`src/sv/mtc_pkg.sv`:
```
`timescale 1ns / 1ps

package mtc_pkg;

	// request kinds carried on the input tuser
	typedef enum logic [1:0] {
		REQ_QUARTER = 2'd0,
		REQ_FULL    = 2'd1,
		REQ_TICK    = 2'd2,
		REQ_NONE    = 2'd3
	} req_t;

	localparam int unsigned IN_DATA_W  = 40;
	localparam int unsigned OUT_DATA_W = 32;

	localparam logic [2:0] LAST_PART = 3'd7;
	localparam logic [6:0] SEC_MIN_WRAP = 7'd60;
	localparam logic [6:0] SEC_MIN_MAX  = 7'd59;
	localparam logic [4:0] HOURS_WRAP   = 5'd24;
	localparam logic [4:0] HOURS_MAX    = 5'd23;
	localparam logic [5:0] TICK_MAX     = 6'd63;
	localparam logic [6:0] GAP_CLAMP    = 7'd2;

	// one result beat
	typedef struct packed {
		logic       restart_timer;
		logic       send_update;
		logic [1:0] tc_rate;
		logic [6:0] tc_frames;
		logic [6:0] tc_seconds;
		logic [6:0] tc_minutes;
		logic [4:0] tc_hours;
	} result_t;

	// frames per second of each rate type
	function automatic logic [6:0] fps_of_rate(input logic [1:0] rate);
		logic [6:0] fps;
		case (rate)
			2'd0: fps = 7'd24;
			2'd1: fps = 7'd25;
			default: fps = 7'd30;
		endcase
		return fps;
	endfunction

endpackage

```
`src/sv/mtc_timecode_tracker_unit.sv`:
```
`timescale 1ns / 1ps

// midi time code tracker
// input channel s_axis: tuser carries the request kind (quarter frame, full
// frame message, frame timer tick), tdata the quarter-frame byte and the
// full-frame time bytes. output channel m_axis: one beat with the current
// time, rate type and the send_update / restart_timer flags, for every full
// frame, every tick and every quarter frame that closes a set of eight.
// other quarter frames and unused request kinds give no beat.
// a beat is taken into the input register and then into the result register,
// from which it shows on m_axis.
// throughput: one beat per cycle while m_axis does not stall; all time arithmetic
// is done in one pass between the input register and the result register.
// reset: arst_n clears the time, the nibble slots, the gap and tick count,
// and sets the running direction to forward; both channels go empty.
// a stall on m_axis holds the result register; the input register keeps
// taking beats that need no result, and backs up one beat otherwise.
module mtc_timecode_tracker_unit (
	input  logic        clk,
	input  logic        arst_n,
	input  logic        s_axis_tvalid,
	output logic        s_axis_tready,
	// qf_byte, full_rate_hours, full_minutes, full_seconds, full_frames, zero pad
	input  logic [39:0] s_axis_tdata,
	// req_type
	input  logic [1:0]  s_axis_tuser,
	output logic        m_axis_tvalid,
	input  logic        m_axis_tready,
	// tc_hours, tc_minutes, tc_seconds, tc_frames, tc_rate, send_update,
	// restart_timer, zero pad
	output logic [31:0] m_axis_tdata
);

	// input register
	logic        valid_s1;
	logic [1:0]  req_s1;
	logic [34:0] data_s1;

	// tracker state
	logic [3:0] slots_q [8];
	logic [2:0] last_part_q;
	logic       forward_q;
	logic [6:0] last_frame_q;
	logic [6:0] gap_q;
	logic [5:0] tick_q;
	logic [4:0] hours_q;
	logic [6:0] minutes_q;
	logic [6:0] seconds_q;
	logic [6:0] frames_q;
	logic [1:0] rate_q;

	// result register
	logic            out_valid_q;
	mtc_pkg::result_t out_q;

	// next state and result
	logic [3:0] slots_d [8];
	logic [2:0] last_part_d;
	logic       forward_d;
	logic [6:0] last_frame_d;
	logic [6:0] gap_d;
	logic [5:0] tick_d;
	logic [4:0] hours_d;
	logic [6:0] minutes_d;
	logic [6:0] seconds_d;
	logic [6:0] frames_d;
	logic [1:0] rate_d;
	logic       has_result;
	logic       send_d;
	logic       restart_d;

	logic out_free;
	logic advance;

	// quarter frame decode
	logic [2:0] part;
	logic [3:0] nibble;
	logic       closing;
	logic [6:0] asm_frames;
	logic [6:0] asm_fps;
	logic [6:0] gap_raw;
	logic [1:0] asm_rate;

	// tick stepping
	logic [6:0] fps_cur;
	logic [6:0] fw_frames, fw_seconds, fw_minutes;
	logic [4:0] fw_hours;
	logic       fw_c_f, fw_c_s, fw_c_m;
	logic [6:0] bw_frames, bw_seconds, bw_minutes;
	logic [4:0] bw_hours;

	assign out_free      = !out_valid_q || m_axis_tready;
	assign advance       = valid_s1 && (out_free || !has_result);
	assign s_axis_tready = !valid_s1 || advance;

	// input register load
	always_ff @(posedge clk or negedge arst_n) begin
		if (!arst_n) begin
			valid_s1 <= 1'b0;
		end else if (s_axis_tready) begin
			valid_s1 <= s_axis_tvalid;
		end
	end

	always_ff @(posedge clk) begin
		if (s_axis_tready && s_axis_tvalid) begin
			req_s1  <= s_axis_tuser;
			data_s1 <= s_axis_tdata[34:0];
		end
	end

	assign part   = data_s1[6:4];
	assign nibble = data_s1[3:0];

	// forward step with carry
	always_comb begin
		fw_frames  = frames_q + 7'd1;
		fw_c_f     = !(fw_frames < fps_cur && fw_frames != 7'd0);
		fw_seconds = seconds_q;
		fw_minutes = minutes_q;
		fw_hours   = hours_q;
		fw_c_s     = 1'b0;
		fw_c_m     = 1'b0;
		if (fw_c_f) begin
			fw_frames  = 7'd0;
			fw_seconds = seconds_q + 7'd1;
			fw_c_s     = !(fw_seconds < mtc_pkg::SEC_MIN_WRAP && fw_seconds != 7'd0);
		end
		if (fw_c_s) begin
			fw_seconds = 7'd0;
			fw_minutes = minutes_q + 7'd1;
			fw_c_m     = !(fw_minutes < mtc_pkg::SEC_MIN_WRAP && fw_minutes != 7'd0);
		end
		if (fw_c_m) begin
			fw_minutes = 7'd0;
			fw_hours   = hours_q + 5'd1;
			if (fw_hours >= mtc_pkg::HOURS_WRAP) begin
				fw_hours = 5'd0;
			end
		end
	end

	// backward step with borrow
	always_comb begin
		bw_frames  = frames_q;
		bw_seconds = seconds_q;
		bw_minutes = minutes_q;
		bw_hours   = hours_q;
		if (frames_q != 7'd0) begin
			bw_frames = frames_q - 7'd1;
		end else begin
			bw_frames = fps_cur - 7'd1;
			if (seconds_q != 7'd0) begin
				bw_seconds = seconds_q - 7'd1;
			end else begin
				bw_seconds = mtc_pkg::SEC_MIN_MAX;
				if (minutes_q != 7'd0) begin
					bw_minutes = minutes_q - 7'd1;
				end else begin
					bw_minutes = mtc_pkg::SEC_MIN_MAX;
					bw_hours   = (hours_q != 5'd0) ? hours_q - 5'd1 : mtc_pkg::HOURS_MAX;
				end
			end
		end
	end

	assign fps_cur = mtc_pkg::fps_of_rate(rate_q);

	// per-request next state
	always_comb begin
		slots_d      = slots_q;
		last_part_d  = last_part_q;
		forward_d    = forward_q;
		last_frame_d = last_frame_q;
		gap_d        = gap_q;
		tick_d       = tick_q;
		hours_d      = hours_q;
		minutes_d    = minutes_q;
		seconds_d    = seconds_q;
		frames_d     = frames_q;
		rate_d       = rate_q;
		has_result   = 1'b0;
		send_d       = 1'b0;
		restart_d    = 1'b0;
		closing      = 1'b0;
		asm_frames   = 7'd0;
		asm_rate     = 2'd0;
		asm_fps      = 7'd0;
		gap_raw      = 7'd0;
		case (mtc_pkg::req_t'(req_s1))
			mtc_pkg::REQ_QUARTER: begin
				slots_d[part] = nibble;
				if (part != mtc_pkg::LAST_PART && last_part_q != mtc_pkg::LAST_PART) begin
					forward_d = (last_part_q < part);
				end
				closing = (forward_d && part == mtc_pkg::LAST_PART) ||
					(!forward_d && part == 3'd0);
				last_part_d = part;
				if (closing) begin
					asm_frames = {slots_d[1][2:0], slots_d[0]};
					asm_rate   = slots_d[7][2:1];
					asm_fps    = mtc_pkg::fps_of_rate(asm_rate);
					gap_raw    = (asm_frames < last_frame_q) ? last_frame_q - asm_frames
						: asm_frames - last_frame_q;
					frames_d     = asm_frames;
					seconds_d    = {slots_d[3][2:0], slots_d[2]};
					minutes_d    = {slots_d[5][2:0], slots_d[4]};
					hours_d      = {slots_d[7][0], slots_d[6]};
					rate_d       = asm_rate;
					last_frame_d = asm_frames;
					gap_d        = (gap_raw >= asm_fps - 7'd2) ? mtc_pkg::GAP_CLAMP : gap_raw;
					send_d       = ({1'b0, tick_q} < gap_d);
					restart_d    = 1'b1;
					tick_d       = 6'd0;
					has_result   = 1'b1;
				end
			end
			mtc_pkg::REQ_FULL: begin
				hours_d    = data_s1[11:7];
				rate_d     = data_s1[13:12];
				minutes_d  = data_s1[20:14];
				seconds_d  = data_s1[27:21];
				frames_d   = data_s1[34:28];
				tick_d     = 6'd0;
				send_d     = 1'b1;
				has_result = 1'b1;
			end
			mtc_pkg::REQ_TICK: begin
				if (tick_q < mtc_pkg::TICK_MAX) begin
					tick_d = tick_q + 6'd1;
				end
				if (forward_q) begin
					frames_d  = fw_frames;
					seconds_d = fw_seconds;
					minutes_d = fw_minutes;
					hours_d   = fw_hours;
				end else begin
					frames_d  = bw_frames;
					seconds_d = bw_seconds;
					minutes_d = bw_minutes;
					hours_d   = bw_hours;
				end
				if (gap_q == mtc_pkg::GAP_CLAMP) begin
					gap_d     = 7'd0;
					restart_d = 1'b1;
				end
				send_d     = 1'b1;
				has_result = 1'b1;
			end
			default: begin
				has_result = 1'b0;
			end
		endcase
	end

	// state update
	always_ff @(posedge clk or negedge arst_n) begin
		if (!arst_n) begin
			for (int i = 0; i < 8; i++) begin
				slots_q[i] <= 4'd0;
			end
			last_part_q  <= 3'd0;
			forward_q    <= 1'b1;
			last_frame_q <= 7'd0;
			gap_q        <= 7'd0;
			tick_q       <= 6'd0;
			hours_q      <= 5'd0;
			minutes_q    <= 7'd0;
			seconds_q    <= 7'd0;
			frames_q     <= 7'd0;
			rate_q       <= 2'd0;
		end else if (advance) begin
			slots_q      <= slots_d;
			last_part_q  <= last_part_d;
			forward_q    <= forward_d;
			last_frame_q <= last_frame_d;
			gap_q        <= gap_d;
			tick_q       <= tick_d;
			hours_q      <= hours_d;
			minutes_q    <= minutes_d;
			seconds_q    <= seconds_d;
			frames_q     <= frames_d;
			rate_q       <= rate_d;
		end
	end

	// result register
	always_ff @(posedge clk or negedge arst_n) begin
		if (!arst_n) begin
			out_valid_q <= 1'b0;
		end else if (out_free) begin
			out_valid_q <= advance && has_result;
		end
	end

	always_ff @(posedge clk) begin
		if (out_free && advance && has_result) begin
			out_q.tc_hours      <= hours_d;
			out_q.tc_minutes    <= minutes_d;
			out_q.tc_seconds    <= seconds_d;
			out_q.tc_frames     <= frames_d;
			out_q.tc_rate       <= rate_d;
			out_q.send_update   <= send_d;
			out_q.restart_timer <= restart_d;
		end
	end

	assign m_axis_tvalid = out_valid_q;
	assign m_axis_tdata  = {2'b00, out_q};

endmodule

```
`config.mk`:
```
export PLATFORM = sky130hd
export DESIGN_NAME = mtc_timecode_tracker_unit
export DESIGN_NICKNAME = d
export VERILOG_FILES = /design/src/sv/mtc_pkg.sv /design/src/sv/mtc_timecode_tracker_unit.sv
export SDC_FILE = /design/constraint.sdc
export NUM_CORES = 1
export LEC_CHECK = 0
export BUFFER_PORTS_ARGS = -buffer_cell sky130_fd_sc_hd__buf_2
export CAP_MARGIN = 20
export CORE_AREA = 2 2 182 184
export DETAILED_ROUTE_END_ITERATION = 12
export DIE_AREA = 0 0 184 186
export HOLD_SLACK_MARGIN = 0.02
export MAX_ROUTING_LAYER = met4
export PLACE_DENSITY_LB_ADDON = 0.05
export RECOVER_POWER = 100
export SYNTH_ARGS = -nofsm -noshare
export SYNTH_HDL_FRONTEND = slang
export SYNTH_SLANG_ARGS = --single-unit
export TNS_END_PERCENT = 30
```
`constraint.sdc`:
```
create_clock -name clk -period 5.9 [get_ports clk]
set_input_delay 0.59 -clock clk [delete_from_list [all_inputs] [get_ports clk]]
set_output_delay 0.59 -clock clk [all_outputs]
set_load 0.02 [all_outputs]
```
== Word level (Yosys, flattened, before mapping) ==
Index checks and enable logic that the tools add are counted.

* $add $sub $neg: 13
* Order comparisons: 11
* Equality and inequality tests: 11
* Mux-type cells: 56
* Bitwise operators: 1
* Reduce and logical (&&, ||, !) cells: 40

{| class="wikitable"
|+ Operators by type and width
! cell !! number
|-
| $mux W7 || 23
|-
| $pmux W7 S3 || 3
|-
| $reduce_bool A7 Y1 || 6
|-
| $mux W5 || 8
|-
| $bwmux W32 || 1
|-
| $sub A7 B1 Y7 const B || 4
|-
| $add A7 B1 Y7 const B || 3
|-
| $pmux W6 S3 || 1
|-
| $pmux W5 S3 || 1
|-
| $lt A7 B6 Y1 const B || 2
|-
| $lt A7 B7 Y1 || 2
|-
| $pmux W7 S2 || 1
|-
| $sub A7 B7 Y7 || 2
|-
| $demux W4 S3 || 1
|-
| $logic_and A1 B1 Y1 || 12
|-
| $mux W6 || 2
|-
| $pmux W3 S2 || 2
|-
| $reduce_and A4 Y1 || 2
|-
| $eq A7 B2 Y1 const B || 1
|-
| $ge A7 B7 Y1 || 1
|-
| $lt A6 B7 Y1 || 1
|-
| $mux W1 || 7
|-
| $sub A7 B2 Y7 const B || 1
|-
| $add A6 B1 Y6 const B || 1
|-
| other kinds (27) || 44
|}

* Bits in registers: 153
* Input bits: 46
* Word-level logic and storage cells: 161

== Logic depth before layout (Yosys ltp) ==
Gate-level depths: netlist of run 1.

* Depth in word-level cells: 16
* Depth in mapped cells: 24
* Depth with buffers taken out: 23

== Least setup slack after synthesis of run 1 ==
No wires, ideal clock.

* Path type: register to register
* Start point: reg data_s1[4]
* End point: reg out_q (netlist bit m_axis_tdata[28]), data pin
* Arrival time: 4.974 ns
* Path slack: 0.670 ns
* Stages on the path, launching flop included: 23
* Buffers on the path: 2
* Period minus slack after synthesis: 5.230 ns
* Cell sequence: edfxtp_1 -> clkbuf_1 -> and3_1 -> mux2_2 -> ha_1 -> clkbuf_1 -> o211ai_1 -> a21o_1 -> a31oi_1 -> mux2i_1 -> xnor2_1 -> ha_1 -> and3b_1 -> and3_1 -> nor4_1 -> o221ai_2 -> or2_1 -> ha_1 -> a21o_1 -> a21oi_1 -> a21oi_1 -> nor2_1 -> a41o_1

* Word-level cells in the longest chain between the ends: 16

{| class="wikitable"
|+ RTL lines
! item !! RTL line !! text
|-
| start, declared || mtc_timecode_tracker_unit.sv:37 || <nowiki>logic [34:0] data_s1;</nowiki>
|-
| start signal, assigned || mtc_timecode_tracker_unit.sv:108 || <nowiki>data_s1 <= s_axis_tdata[34:0];</nowiki>
|-
| $not A3 Y4 (implied by the code) || mtc_timecode_tracker_unit.sv:192 || <nowiki>slots_d[part] = nibble;</nowiki>
|-
| $ge A4 B4 Y1 (implied by the code) or $lt A4 B1 Y1 (tied branches) || mtc_timecode_tracker_unit.sv:192 ||
|-
| $logic_and A1 B1 Y1 (implied by the code) || mtc_timecode_tracker_unit.sv:192 ||
|-
| $mux W4 (implied by the code) || mtc_timecode_tracker_unit.sv:192 ||
|-
| $demux W4 S3 || mtc_timecode_tracker_unit.sv:192 ||
|-
| $bwmux W32 || mtc_timecode_tracker_unit.sv:192 ||
|-
| $eq A2 B1 Y1 or $logic_not A2 Y1 (tied branches) || mtc_pkg.sv:38 || <nowiki>case (rate)</nowiki>
|-
| $pmux W3 S2 || mtc_pkg.sv:38 ||
|-
| $mux W7 || mtc_timecode_tracker_unit.sv:199 || <nowiki>if (closing) begin</nowiki>
|-
| $mux W7 || mtc_timecode_tracker_unit.sv:190 || <nowiki>case (mtc_pkg::req_t'(req_s1))</nowiki>
|-
| $sub A7 B2 Y7 || mtc_timecode_tracker_unit.sv:211 || <nowiki>gap_d = (gap_raw >= asm_fps - 7'd2) ? mtc_pkg::GAP_CLAMP : gap_raw;</nowiki>
|-
| $ge A7 B7 Y1 || mtc_timecode_tracker_unit.sv:211 ||
|-
| $mux W7 || mtc_timecode_tracker_unit.sv:211 ||
|-
| $lt A6 B7 Y1 || mtc_timecode_tracker_unit.sv:212 || <nowiki>send_d = ({1'b0, tick_q} < gap_d);</nowiki>
|-
| $mux W1 (*) || mtc_timecode_tracker_unit.sv:199 ||
|-
| $pmux W1 S2 (*) || mtc_timecode_tracker_unit.sv:190 ||
|-
| end, declared || mtc_timecode_tracker_unit.sv:54 || <nowiki>mtc_pkg::result_t out_q;</nowiki>
|}

Mark *: on every way between the ends. The rest lies on a longest branch, timed or not. The select of a mux whose other input is x is not followed.
A chain may end at the register's enable or synchronous reset.

== Worst setup path in the final report of run 1 ==
* Start point: reg data_s1[6]
* End point: reg out_q (netlist bit m_axis_tdata[28]), data pin

The elaborated chain is that of the path after synthesis.

==> flow_metrics.env, run 1 <==
export IMPL_hp_start="s_axis_tdata[13]"
export IMPL_ys_types=88
export IMPL_crit_buf_inv=2
export IMPL_maxCapViolCount=3
export IMPL_portBuffers=72
export IMPL_layout_commonest_cell="dfrtp_1"
export IMPL_status="finished, violations left"
export IMPL_mostFrequentLayoutCells="dfrtp_1 (81), nand2_1 (79), edfxtp_1 (67)"
export IMPL_finalClockSkew_ps=15.6
export IMPL_critPathArrivalTime_ps=5750
export IMPL_grt_pass1_vias=7377
export IMPL_clk_pin_slew_ps=70
export IMPL_relSlewSlack_pct=-83.3
export IMPL_clock_latency_ps=450
export IMPL_io_pins=80
export IMPL_hp_class="primary input to register"
export IMPL_chipHeight_um=186
export IMPL_worstPathCellList="inv_1, and3_1, mux2_2, ha_1, o21a_1, nor2_1, a31o_2, mux2i_2, inv_1, ha_1, a21oi_1, and3b_1, and3_1, nor4_2, o221ai_2, or2_1, ha_1, a21o_1, a21oi_1, a21oi_1, nor2_1, a41o_1"
export IMPL_whs_ps=313
export IMPL_gp_congestion=0.861
export IMPL_grt_pass1_wl_um=46600
export IMPL_syn_mean_instance_area_um2=9.82
export IMPL_clockBufferDepth=2
export IMPL_path_delay_family="simple AND/OR/NAND/NOR gates"
export IMPL_r2r_end="m_axis_tdata[28]"
export IMPL_post_cts_setup_buffers=0
export IMPL_drt_iter0_drc=583
export IMPL_r2r_worst_path_cells=22
export IMPL_synth_async_reset_ratio_pct=55.0
export IMPL_setup_viol=0
export IMPL_cpPeakStageDelay_ps=530
export IMPL_p_leak_nw=4.35
export IMPL_whs_endpoint="data_s1[13]"
export IMPL_synth_cell_area_um2=9200
export IMPL_finalCritPeriodShare_pct=93.9
export IMPL_design_die_area_um2=34200
export IMPL_drc_errors=0
export IMPL_grt_max_degree=43
export IMPL_violations="max-capacitance violations, max-slew violations"
export IMPL_cpMaxStageDelayCell="edfxtp_1"
export IMPL_dpl_cell_area_um2=10000
export IMPL_grt_usage_pct=19.2
export IMPL_die_w_um=184
export IMPL_dp_hpwl_um=22100
export IMPL_hold_violations=0
export IMPL_crit_type="register to register"
export IMPL_tns_ps=0
export IMPL_clock_sinks=149
export IMPL_syn_inst=937
export IMPL_drive_above_1_share_pct=14.9
export IMPL_finalPower_w=0.00456
export IMPL_overflow=0
export IMPL_crit_required_ps=6110
export IMPL_max_freq_mhz=181
export IMPL_drtPass1Iterations=5
export IMPL_cts_tree="yes"
export IMPL_synth_edf_count=67
export IMPL_root_buffer="clkbuf_16"
export IMPL_p_per_area_nw_per_um2=432
export IMPL_floorplan_rows=66
export IMPL_area_growth_syn_to_layout_pct=14.6
export IMPL_antenna_found_initial=1
export IMPL_ys_ff_latch=149
export IMPL_period_minus_slack_ps=5540
export IMPL_min_path_cells=1
export IMPL_yosys_warnings=0
export IMPL_hold_buffers=0
export IMPL_synth_ff_type="dfrtp_1"
export IMPL_h_tree_depth=4
export IMPL_vdd_drop_max_mv=0.209
export IMPL_startpoint_type="register"
export IMPL_ant_nets=0
export IMPL_finalMaxSlewViolations=116
export IMPL_crit_path_end_kind="register"
export IMPL_viasPerCell=5.34
export IMPL_rsz0062_at_grt="no"
export IMPL_initial_core_util_pct=28.6
export IMPL_worstMarginPinSlew_ps=2750
export IMPL_wirelength_um=30900
export IMPL_cts_buffers=17
export IMPL_reg2reg_from="data_s1[6]"
export IMPL_core_um2=32200
export IMPL_fill_cells=3368
export IMPL_synth_seq_area_share_pct=44.2
export IMPL_vias=7545
export IMPL_reg2reg_setup_slack_ps=360
export IMPL_cp_max_fo=9
export IMPL_finalInstanceArea_um2=10500
export IMPL_routedWlPerCell_um=21.9
export IMPL_layout_nets=1074
-- worst reg2reg max path, delay by kind of cell (launching register included) --
| kind | cells | cell delay (ps) |
|---|---|---|
| simple gates | 7 | 1490 |
| compound gates | 8 | 1340 |
| fa+ha+maj | 3 | 930 |
| mux | 2 | 710 |
| flops | 1 | 530 |
| buf+inv | 2 | 290 |
-- kinds of logic after synthesis --
logic type	synth area share, %
AO/OA/AOI/OAI	20.3
XOR/XNOR	1.81
adder cells (fa/ha/maj)	5.25
buffers and inverters	4.60
flip-flops	44.2
multiplexers	7.29
other	0.0816
AND/OR/NAND/NOR	16.5
-- layer usage --
layer  up-vias  global-route usage [%]  share of wire (%)  routed length (um)
met3        26                    3.19                3.9                1220
met5         -                       -                  0                   0
met4         0                    5.34                1.5                 465
li1       3621                       -                  -                   -
met2       162                    28.5                 45               13800
met1      3736                    26.9                 50               15400
-- synth_stat cells (6+ instances only) --
cell        n  share of area [%]
dfrtp_1    81                 22
nand2_1    79                3.2
edfxtp_1   67                 22
o21ai_0    60                3.3
nor2_1     54                2.2
clkbuf_1   46                1.9
inv_1      44                1.8
mux2_2     40                4.9
a21oi_1    39                2.1
ha_1       37                5.0
nand3_1    32                1.7
nor3_1     23                1.3
mux2i_1    22                2.4
and3_1     17                1.2
nand2b_1   15                1.0
a21o_1     14                1.1
a31oi_1    12               0.82
nand4_1    12               0.82
a211oi_1   11               0.90
a22o_1     11                1.0
o21a_1     11               0.90
and2_1     10               0.68
buf_2      10               0.54
o31ai_1    10               0.82
xor2_1     10               0.95
nor4_1      9               0.61
o2bb2ai_1   9               0.86
xnor2_1     9               0.86
nor2b_1     8               0.54
or2_2       8               0.54
or3_1       8               0.54
o211ai_1    7               0.57
a221o_1     6               0.65
a221oi_1    6               0.57
a22oi_1     6               0.49
-- report_power, final --
group / internal (W) / switching [W] / leakage [nW] / total, W
Combinational: 0.000721 / 0.00109 / 2.37 / 0.00181
Sequential: 0.00131 / 0.000280 / 1.69 / 0.00159
Clock: 0.000680 / 0.000471 / 0.293 / 0.00115
Total: 0.00271 / 0.00184 / 4.35 / 0.00456
-- how the worst max path moves through the flow --
| stage | from | to | slack (ps) | depth (start not counted) |
|---|---|---|---|---|
| floorplan | data_s1[4] | m_axis_tdata[28] | 670 | 22 |
| global placement | data_s1[6] | m_axis_tdata[28] | 290 | 22 |
| detailed placement | data_s1[5] | m_axis_tdata[28] | 210 | 22 |
| CTS | data_s1[5] | m_axis_tdata[28] | 200 | 22 |
| global route | data_s1[5] | m_axis_tdata[28] | 2 | 22 |
| finish | data_s1[6] | m_axis_tdata[28] | 360 | 22 |
-- sequential cells by signal, summed over array words and instances (netlist names) --
| name | count |
|---|---|
| seconds_q | 7 |
| tick_q | 6 |
| valid_s1 | 1 |
| data_s1 | 35 |
| last_frame_q | 7 |
| frames_q | 7 |
| m_axis_tvalid | 1 |
| req_s1 | 2 |
| gap_q | 7 |
| m_axis_tdata | 30 |
| forward_q | 1 |
| hours_q | 5 |
| last_part_q | 3 |
| slots_q | 28 |
| rate_q | 2 |
| minutes_q | 7 |
-- metrics by stage --
step	setup WS [ps]	std cells	utilization (%)
floorplan	670	938	-
global placement	291	1379	31.0
detailed placement	211	1379	31.0
CTS	200	1411	32.9
global route	1.56	1412	32.7
finish	362	1412	32.7
-- cell type report --
cell class                      instances  area [um2]  share of cell area, %
Antenna cell                            1        2.50                 0.0237
Clock buffer                           21         450                   4.27
Clock inverter                         11         149                   1.41
Inverter                               45         169                   1.60
Multi-Input combinational cell        684        4740                   44.9
Sequential cell                       149        4070                   38.6
Tap cell                              408         510                   4.84
Timing Repair Buffer                   93         458                   4.34
-- timing repair --
item	4_1_cts	5_1_grt
endpoints found under the setup margin	0	1
gates resized for setup	0	3
endpoints found under the hold margin	0	0
(Power assumes the default switching activity.)
==> inputs of run 2 (changes only) <==
--- a/config.mk
+++ b/config.mk
@@ -12,7 +12,6 @@
 export DIE_AREA = 0 0 184 186
 export HOLD_SLACK_MARGIN = 0.02
 export MAX_ROUTING_LAYER = met4
-export PLACE_DENSITY_LB_ADDON = 0.05
 export RECOVER_POWER = 100
 export SYNTH_ARGS = -nofsm -noshare
 export SYNTH_HDL_FRONTEND = slang
==> run 2 against run 1 <==
Net effect: the flow still finishes with violations (max-capacitance violations, max-slew violations); via count is 1.1% higher; register-to-register slack is essentially flat; worst setup slack got worse by 15 ps; power down 1.9%; global-route usage down 2.5 points; sequential power is essentially flat; utilization fell by 0.050 points; first-iteration DRC count grew 25%; fmax is 0.27% lower; non-clock buffer count up 2; clock skew rose by 4.7 ps.
==> flow_metrics.env, run 2 (same netlist as run 1, synthesis figures left out) <==
export IMPL_drive_above_1_share_pct=15.0
export IMPL_hp_class="primary input to register"
export IMPL_finalMaxSlewViolations=143
export IMPL_max_freq_mhz=180
export IMPL_critPathArrivalTime_ps=5750
export IMPL_r2r_worst_path_cells=23
export IMPL_setup_viol=0
export IMPL_final_core_util_pct=32.7
export IMPL_clock_latency_ps=450
export IMPL_finalPower_w=0.00447
export IMPL_chipHeight_um=186
export IMPL_viasPerCell=5.39
export IMPL_cts_tree="yes"
export IMPL_grt_pass1_vias=7275
export IMPL_layout_nets=1076
export IMPL_routedWlPerCell_um=19.4
export IMPL_antenna_found_initial=2
export IMPL_maxCapViolCount=4
export IMPL_crit_type="register to register"
export IMPL_design_die_area_um2=34200
export IMPL_vdd_drop_max_mv=0.214
export IMPL_endpoint="m_axis_tdata[28]"
export IMPL_status="finished, violations left"
export IMPL_portBuffers=72
export IMPL_crit_required_ps=6100
export IMPL_area_growth_syn_to_layout_pct=14.4
export IMPL_ant_nets=0
export IMPL_r2r_end="m_axis_tdata[28]"
export IMPL_core_um2=32200
export IMPL_hold_violations=0
export IMPL_cp_max_fo=6
export IMPL_layout_commonest_cell="dfrtp_1"
export IMPL_h_tree_depth=4
export IMPL_relSlewSlack_pct=-64.5
export IMPL_p_leak_nw=4.35
export IMPL_root_buffer="clkbuf_16"
export IMPL_reg2reg_setup_slack_ps=350
export IMPL_drtPass1Iterations=6
export IMPL_dp_hpwl_um=19700
export IMPL_overflow=0
export IMPL_clockBufferDepth=2
export IMPL_mostFrequentLayoutCells="dfrtp_1 (81), nand2_1 (79), edfxtp_1 (67)"
export IMPL_grt_usage_pct=16.7
export IMPL_period_minus_slack_ps=5550
export IMPL_floorplan_rows=66
export IMPL_top_register="data_s1"
export IMPL_startpoint_type="register"
export IMPL_drc_errors=0
export IMPL_largest_reg_flops=35
export IMPL_initial_core_util_pct=28.6
export IMPL_finalClockSkew_ps=20.4
export IMPL_grt_max_degree=43
export IMPL_clk_pin_slew_ps=80
export IMPL_violations="max-capacitance violations, max-slew violations"
export IMPL_gp_congestion=0.907
export IMPL_startpoint="data_s1[5]"
export IMPL_wirelength_um=27400
export IMPL_grt_pass1_wl_um=42100
export IMPL_p_per_area_nw_per_um2=425
export IMPL_reg2reg_from="data_s1[5]"
export IMPL_io_pins=80
export IMPL_worstMarginPinSlew_ps=2470
export IMPL_vias=7630
export IMPL_drt_iter0_drc=729
export IMPL_cts_buffers=17
export IMPL_die_w_um=184
export IMPL_clock_sinks=149
export IMPL_crit_path_end_kind="register"
export IMPL_finalCritPeriodShare_pct=94.1
==> run 2: cell type report <==
| cell class | count | area [um2] |
|---|---|---|
| repair buffers | 95 | 480 |
| multi-input cells | 684 | 4710 |
| inverters | 45 | 169 |
| fillers | 3305 | 21700 |
| clock inverters | 15 | 158 |
| well taps | 408 | 510 |
| flip-flops and latches | 149 | 4070 |
| clock buffers | 17 | 425 |
| diodes | 2 | 5.00 |
==> run 2: worst min path at each step <==
stage	slack [ps]	depth (start not counted)	from	end
after floorplan	290	0	arst_n	frames_q[0]
after global placement	460	2	slots_q[25]	slots_q[25]
after detailed placement	470	2	slots_q[25]	slots_q[25]
final	310	1	s_axis_tdata[31]	data_s1[31]
after global routing	300	1	s_axis_tdata[28]	data_s1[28]
after CTS	160	1	arst_n	frames_q[1]
==> run 2: metal layers <==
layer,vias up,wire length (um),track usage (%)
met5,-,0,-
met1,3701,12800,22.7
met3,35,1760,3.99
li1,3631,-,-
met2,263,12300,24.7
met4,0,469,5.06
==> run 2: metrics by stage <==
stage	hold slack (ps)	cell area (um2)	setup slack (ps)	setup TNS, ps	std cells
after detailed placement	471	9990	210	0	1378
after global routing	297	10500	-3.99	-3.99	1415
after CTS	164	10600	206	0	1410
after floorplan	294	9210	670	0	938
final	314	10500	347	0	1415
after global placement	463	9990	336	0	1378
==> run 2: worst max-delay path, stage by stage, from the launching register on <==
cell and delay, ps:
edfxtp_1 460, buf_4 190, nor4b_1 600, nor2_1 150
inv_1 150, ha_1 280, nand2b_1 110, a21o_1 180
a31o_2 250, mux2i_1 320, inv_1 110, ha_1 280
a21oi_1 140, and3b_1 190, and3_1 180, nor4_2 300
o221ai_2 200, or2_1 260, ha_1 290, a21o_1 110
a21oi_1 60, a21oi_1 200, nor2_1 60, a41o_1 240
==> run 2: what timing repair did <==
action	4_1_cts	5_1_grt
hold buffers	0	0
resized for setup	0	1
endpoints found under the setup margin	0	1
setup buffers	0	3
==> run 2: report_power, final <==
| part | switching, W | internal, W | total [W] |
|---|---|---|---|
| Sequential | 0.000267 | 0.00131 | 0.00158 |
| Clock | 0.000507 | 0.000600 | 0.00111 |
| Combinational | 0.00107 | 0.000713 | 0.00178 |
| Total | 0.00184 | 0.00263 | 0.00447 |
